===== src/hdl/bpsq_pkg.sv =====
`default_nettype none
// ----------------------------------------------------------------------------
// Bounded prefix-sum query package
// Beat layouts, operation codes and fixed field widths shared by the block.
// ----------------------------------------------------------------------------
package bpsq_pkg;

   // fixed field widths
   localparam int DATA_BITS = 32;
   localparam int SUM_BITS  = 42;
   localparam int LEN_BITS  = 11;

   // operation codes of an input beat
   localparam logic [1:0] OP_CLEAR  = 2'd0;
   localparam logic [1:0] OP_APPEND = 2'd1;
   localparam logic [1:0] OP_QUERY  = 2'd2;
   localparam logic [1:0] OP_UNUSED = 2'd3;

   // command queue between front and back
   localparam int QUEUE_DEPTH = 4;
   localparam int QUEUE_AW    = $clog2(QUEUE_DEPTH);
   localparam int QUEUE_CW    = $clog2(QUEUE_DEPTH + 1);

   typedef struct packed {
      logic [1:0]           op;
      logic [DATA_BITS-1:0] item_value;
      logic [DATA_BITS-1:0] threshold;
   } req_type;

   typedef struct packed {
      logic [SUM_BITS-1:0] prefix_total;
      logic [LEN_BITS-1:0] prefix_length;
      logic                overflowed;
   } rsp_type;

   // classified command: kind is one of clear, append, query
   typedef struct packed {
      logic [1:0]           kind;
      logic [DATA_BITS-1:0] operand;
   } cmd_type;

endpackage
`default_nettype wire


===== src/hdl/bpsq_front.sv =====
`default_nettype none
// ----------------------------------------------------------------------------
// Bounded prefix-sum query front end
// Accepts request beats, drops unused codes, selects the operand and holds
// the commands in a short queue for the back end.
// ----------------------------------------------------------------------------
module bpsq_front
   import bpsq_pkg::*;
(
   input  wire logic    clock,
   input  wire logic    reset,
   input  wire logic    push,
   output logic         full,
   input  wire req_type req_data,
   output logic         cmd_valid,
   output cmd_type      cmd,
   input  wire logic    cmd_take
);

   cmd_type              queue_ff [QUEUE_DEPTH];
   logic [QUEUE_AW-1:0]  wr_ptr_ff, wr_ptr_in;
   logic [QUEUE_AW-1:0]  rd_ptr_ff, rd_ptr_in;
   logic [QUEUE_CW-1:0]  cnt_ff, cnt_in;
   logic                 accept;
   logic                 store;
   logic                 take;
   cmd_type              cmd_new;

   // classify the beat: pick operand by op, drop the unused code
   always_comb begin
      cmd_new.kind    = req_data.op;
      cmd_new.operand = (req_data.op == OP_APPEND) ? req_data.item_value
                                                   : req_data.threshold;
      store           = (req_data.op != OP_UNUSED);
   end

   assign full      = (cnt_ff == QUEUE_CW'(QUEUE_DEPTH));
   assign accept    = push && !full;
   assign cmd_valid = (cnt_ff != '0);
   assign cmd       = queue_ff[rd_ptr_ff];
   assign take      = cmd_take && cmd_valid;

   // advance pointers and fill count
   always_comb begin
      wr_ptr_in = wr_ptr_ff;
      rd_ptr_in = rd_ptr_ff;
      cnt_in    = cnt_ff;
      if (accept && store) begin
         wr_ptr_in = wr_ptr_ff + 1'b1;
      end
      if (take) begin
         rd_ptr_in = rd_ptr_ff + 1'b1;
      end
      if ((accept && store) && !take) begin
         cnt_in = cnt_ff + 1'b1;
      end else if (!(accept && store) && take) begin
         cnt_in = cnt_ff - 1'b1;
      end
   end

   always_ff @(posedge clock) begin
      if (reset) begin
         wr_ptr_ff <= '0;
         rd_ptr_ff <= '0;
         cnt_ff    <= '0;
      end else begin
         wr_ptr_ff <= wr_ptr_in;
         rd_ptr_ff <= rd_ptr_in;
         cnt_ff    <= cnt_in;
      end
   end

   // write the queue slot
   always_ff @(posedge clock) begin
      if (accept && store) begin
         queue_ff[wr_ptr_ff] <= cmd_new;
      end
   end

endmodule
`default_nettype wire


===== config.mk =====
export PLATFORM = sky130hd
export DESIGN_NAME = bpsq_front
export DESIGN_NICKNAME = d
export VERILOG_FILES = /design/src/hdl/bpsq_pkg.sv /design/src/hdl/bpsq_front.sv
export SDC_FILE = /design/constraint.sdc
export NUM_CORES = 1
export LEC_CHECK = 0
export BUFFER_PORTS_ARGS = -buffer_cell sky130_fd_sc_hd__buf_2
export CORE_MARGIN = 2
export CORE_UTILIZATION = 25
export DETAILED_ROUTE_END_ITERATION = 16
export GPL_TIMING_DRIVEN = 0
export HOLD_SLACK_MARGIN = 0.1
export RECOVER_POWER = 100
export SKIP_LAST_GASP = 1
export SYNTH_ARGS = -nofsm -noshare
export SYNTH_HDL_FRONTEND = slang
export SYNTH_SLANG_ARGS = --single-unit

===== constraint.sdc =====
create_clock -name clock -period 2.9 [get_ports clock]
set_input_delay 0.435 -clock clock [delete_from_list [all_inputs] [get_ports clock]]
set_output_delay 0.435 -clock clock [all_outputs]
set_load 0.02 [all_outputs]

==> flow_summary.json <==
{
  "status": "finished, final reports clean",
  "yosysWarningCount": 0,
  "drt_iter0_markers": 132,
  "grt_max_degree": 26,
  "yosys.area_share.simple": 0.0176,
  "h-tree-depth": 4,
  "syn2layout_area_growth_pct": 26.2,
  "critPathKind": "reg -> out",
  "synthAdderAreaFrac": 0.0142,
  "setup_slack_ps": 235,
  "sequentialPowerShare": 0.393,
  "synth_top_family_by_area": "multiplexers",
  "antenna_cells": 0,
  "p_leak_nw": 2.46,
  "initial_core_util": 0.256,
  "clock.fmax_ghz": 0.375,
  "worst_pin_slew_ps": 1270,
  "drt-pass1-iter-count": 4,
  "place_hpwl_um": 7880,
  "grt_pass1_vias": 3210,
  "hold_path.class": "in -> reg",
  "fin_crit_ps": 2660,
  "slowest_stage": "clkbuf_1",
  "cts_resized": 0,
  "p_comb_frac": 0.228,
  "synth_commonest_cells": "edfxtp_1 (136), mux4_2 (34), mux2_2 (26), dfxtp_1 (9)",
  "synth-seq-cells": 145,
  "p_int_mw": 4.79,
  "fin_crit_sh": 0.919,
  "die_area_mm2": 0.0245,
  "synth_compound_area_frac": 0.00796,
  "p_sw_mw": 1.75,
  "viasPerCell": 4.23,
  "cts_hold_buf": 0,
  "drive_above_1_share": 0.357,
  "dr_total_vias": 2905,
  "syn_area_mm2": 0.00581,
  "ys.flop_type": "edfxtp_1",
  "crit_path_end_kind": "output pin",
  "antenna_left": 0,
  "clkPwrFrac": 0.379,
  "die_h_um": 156,
  "io_buffers": 104,
  "clk_latency_ps": 410,
  "cp.required_ps": 2470,
  "critical_path.most_common_cell": "clkbuf_1",
  "hold_violations": 0,
  "clk_pin_slew_ps": 60,
  "crit_chain": "clkbuf_1 > clkbuf_2 > mux4_2 > clkbuf_1",
  "ios": 106,
  "drc": 0,
  "hold_slack_ps": 371,
  "finalSetupViolCount": 0,
  "place_congestion": 0.689,
  "die-width_um": 156,
  "synth.distinct_cells": 26,
  "synth_xor_area_frac": 0.00603,
  "synth.most_common_cell": "edfxtp_1",
  "rows": 55,
  "rsz0062_at_grt": "false",
  "yosysTopAreaCellShare": 0.703,
  "switching_share": 0.267,
  "cts.sink_count": 145,
  "slew_headroom": 0.156,
  "async_reset_ff_frac": 0,
  "synth_nets": 339,
  "pre_cts_ws_ps": 496,
  "root_buffer": "clkbuf_16",
  "crit_buf_inv": 3,
  "netlist_top_cells_area": "edfxtp_1 (70%), mux4_2 (13%), mux2_2 (5.0%)",
  "maxCapViolCount": 0,
  "grt_overflow_total": 0,
  "worstPathArrival_ps": 2230,
  "numCtsBuffers": 17,
  "grt_pass1_wl_um": 17900,
  "synth_cells": 263,
  "finClkSkew_ps": 6.77,
  "grtUsageTotal": 0.101,
  "wirelength_um": 12000,
  "synthMuxAreaShare": 0.200,
  "cts_setup_buffers": 0,
  "cts_tree": "done",
  "synth-edff-count": 136,
  "slowest_delay_ps": 510,
  "synth_top_area_cell": "edfxtp_1",
  "cp-start-kind": "register",
  "cp_max_fo": 10,
  "avgSynthCellArea_um2": 22.1,
  "routedWlPerCell_um": 17.5,
  "slew_viol_final": 0,
  "post-route-util": 0.323,
  "ys_seq_area_frac": 0.734,
  "fin_nets": 466,
  "stdcell_area_mm2": 0.00733,
  "power_density_mw_per_mm2": 891,
  "antenna_found_initial": 0,
  "core_area_mm2": 0.0227,
  "peakVddDrop_v": 0.000371,
  "critPathTopFamily": "buffers and inverters",
  "place_area_mm2": 0.00678,
  "clock_path_buffers": 2
}
[cells in the final DEF (no fill, tap or decap), types with 2 or more instances in the layout]
master     instances
and2_0             4
buf_12             2
buf_2             69
buf_6              4
bufinv_16          7
clkbuf_1          41
clkbuf_16         17
clkbuf_2           3
clkbuf_4           2
clkinv_1           4
dfxtp_1            9
edfxtp_1         136
ha_1               5
inv_1              4
mux2_1            32
mux2i_1            2
mux4_2            34
nand2b_1           2
nor2_1             7
xor2_1             4
[stage by stage]
| stage | instances | power [mW] | setup TNS, ps |
|---|---|---|---|
| after detailed placement | 656 | 4.24 | 0 |
| after global routing | 686 | 6.84 | 0 |
| after CTS | 686 | 6.73 | 0 |
| after global placement | 652 | 4.16 | -19330 |
| after floorplan | 263 | 3.70 | 0 |
| final | 686 | 6.54 | 0 |
[registers in the layout (all words and copies together), names as in the netlist, named ones only]
signal	flops
queue_ff	136
cnt_ff	3
rd_ptr_ff	2
wr_ptr_ff	2
[cell type report]
cell class | count | area [µm²]
Fill cell | 2211 | 15400
Buffer | 13 | 82.6
Tap cell | 285 | 357
Clock inverter | 13 | 241
Sequential cell | 145 | 4260
Clock buffer | 17 | 425
Multi-Input combinational cell | 101 | 1420
Inverter | 4 | 15.0
Timing Repair Buffer | 108 | 532
[worst reg2reg max path: cells and delay by family (launching register included)]
family / cells / cell delay [ps]
compound gates: 1 / 330
buf+inv: 1 / 620
flops: 1 / 450
simple gates: 2 / 850
[power by group through the flow]
stage,clock (mW),combinational (mW),sequential (mW)
final,2.48,1.49,2.57
after global routing,2.62,1.63,2.58
after CTS,2.53,1.62,2.58
after detailed placement,0,1.62,2.62
after global placement,0,1.55,2.61
after floorplan,0,1.10,2.60
[routing by layer]
layer  global-route usage  wire length [µm]  vias to the layer above
met4               0.0437               182                        0
met1                0.121              5470                     1484
met5                    0                 0                        -
met3               0.0288               487                       14
li1                     -                 -                     1328
met2                0.172              5870                       79
[cell families (layout without fill, tap and decap cells)]
logic type | after synthesis | count (layout)
flip-flops | 145 | 145
multiplexers | 69 | 69
AND/OR/NAND/NOR | 17 | 17
buffers and inverters | 17 | 155
adder cells (fa/ha/maj) | 6 | 6
AO/OA/AOI/OAI | 5 | 5
XOR/XNOR | 4 | 4
[path summary, 6_finish.rpt]
path	slack, ps	endpoint	cells past startpoint	start
hold reg to reg	530	wr_ptr_ff[1]	2	wr_ptr_ff[1]
hold / removal	370	queue_ff[0][28]	2	req_data[28]
setup / recovery	240	cmd[32]	4	register
setup reg to reg	270	queue_ff[0][6]	4	cnt_ff[0]
Note: power is estimated with default switching activity, not from simulation.
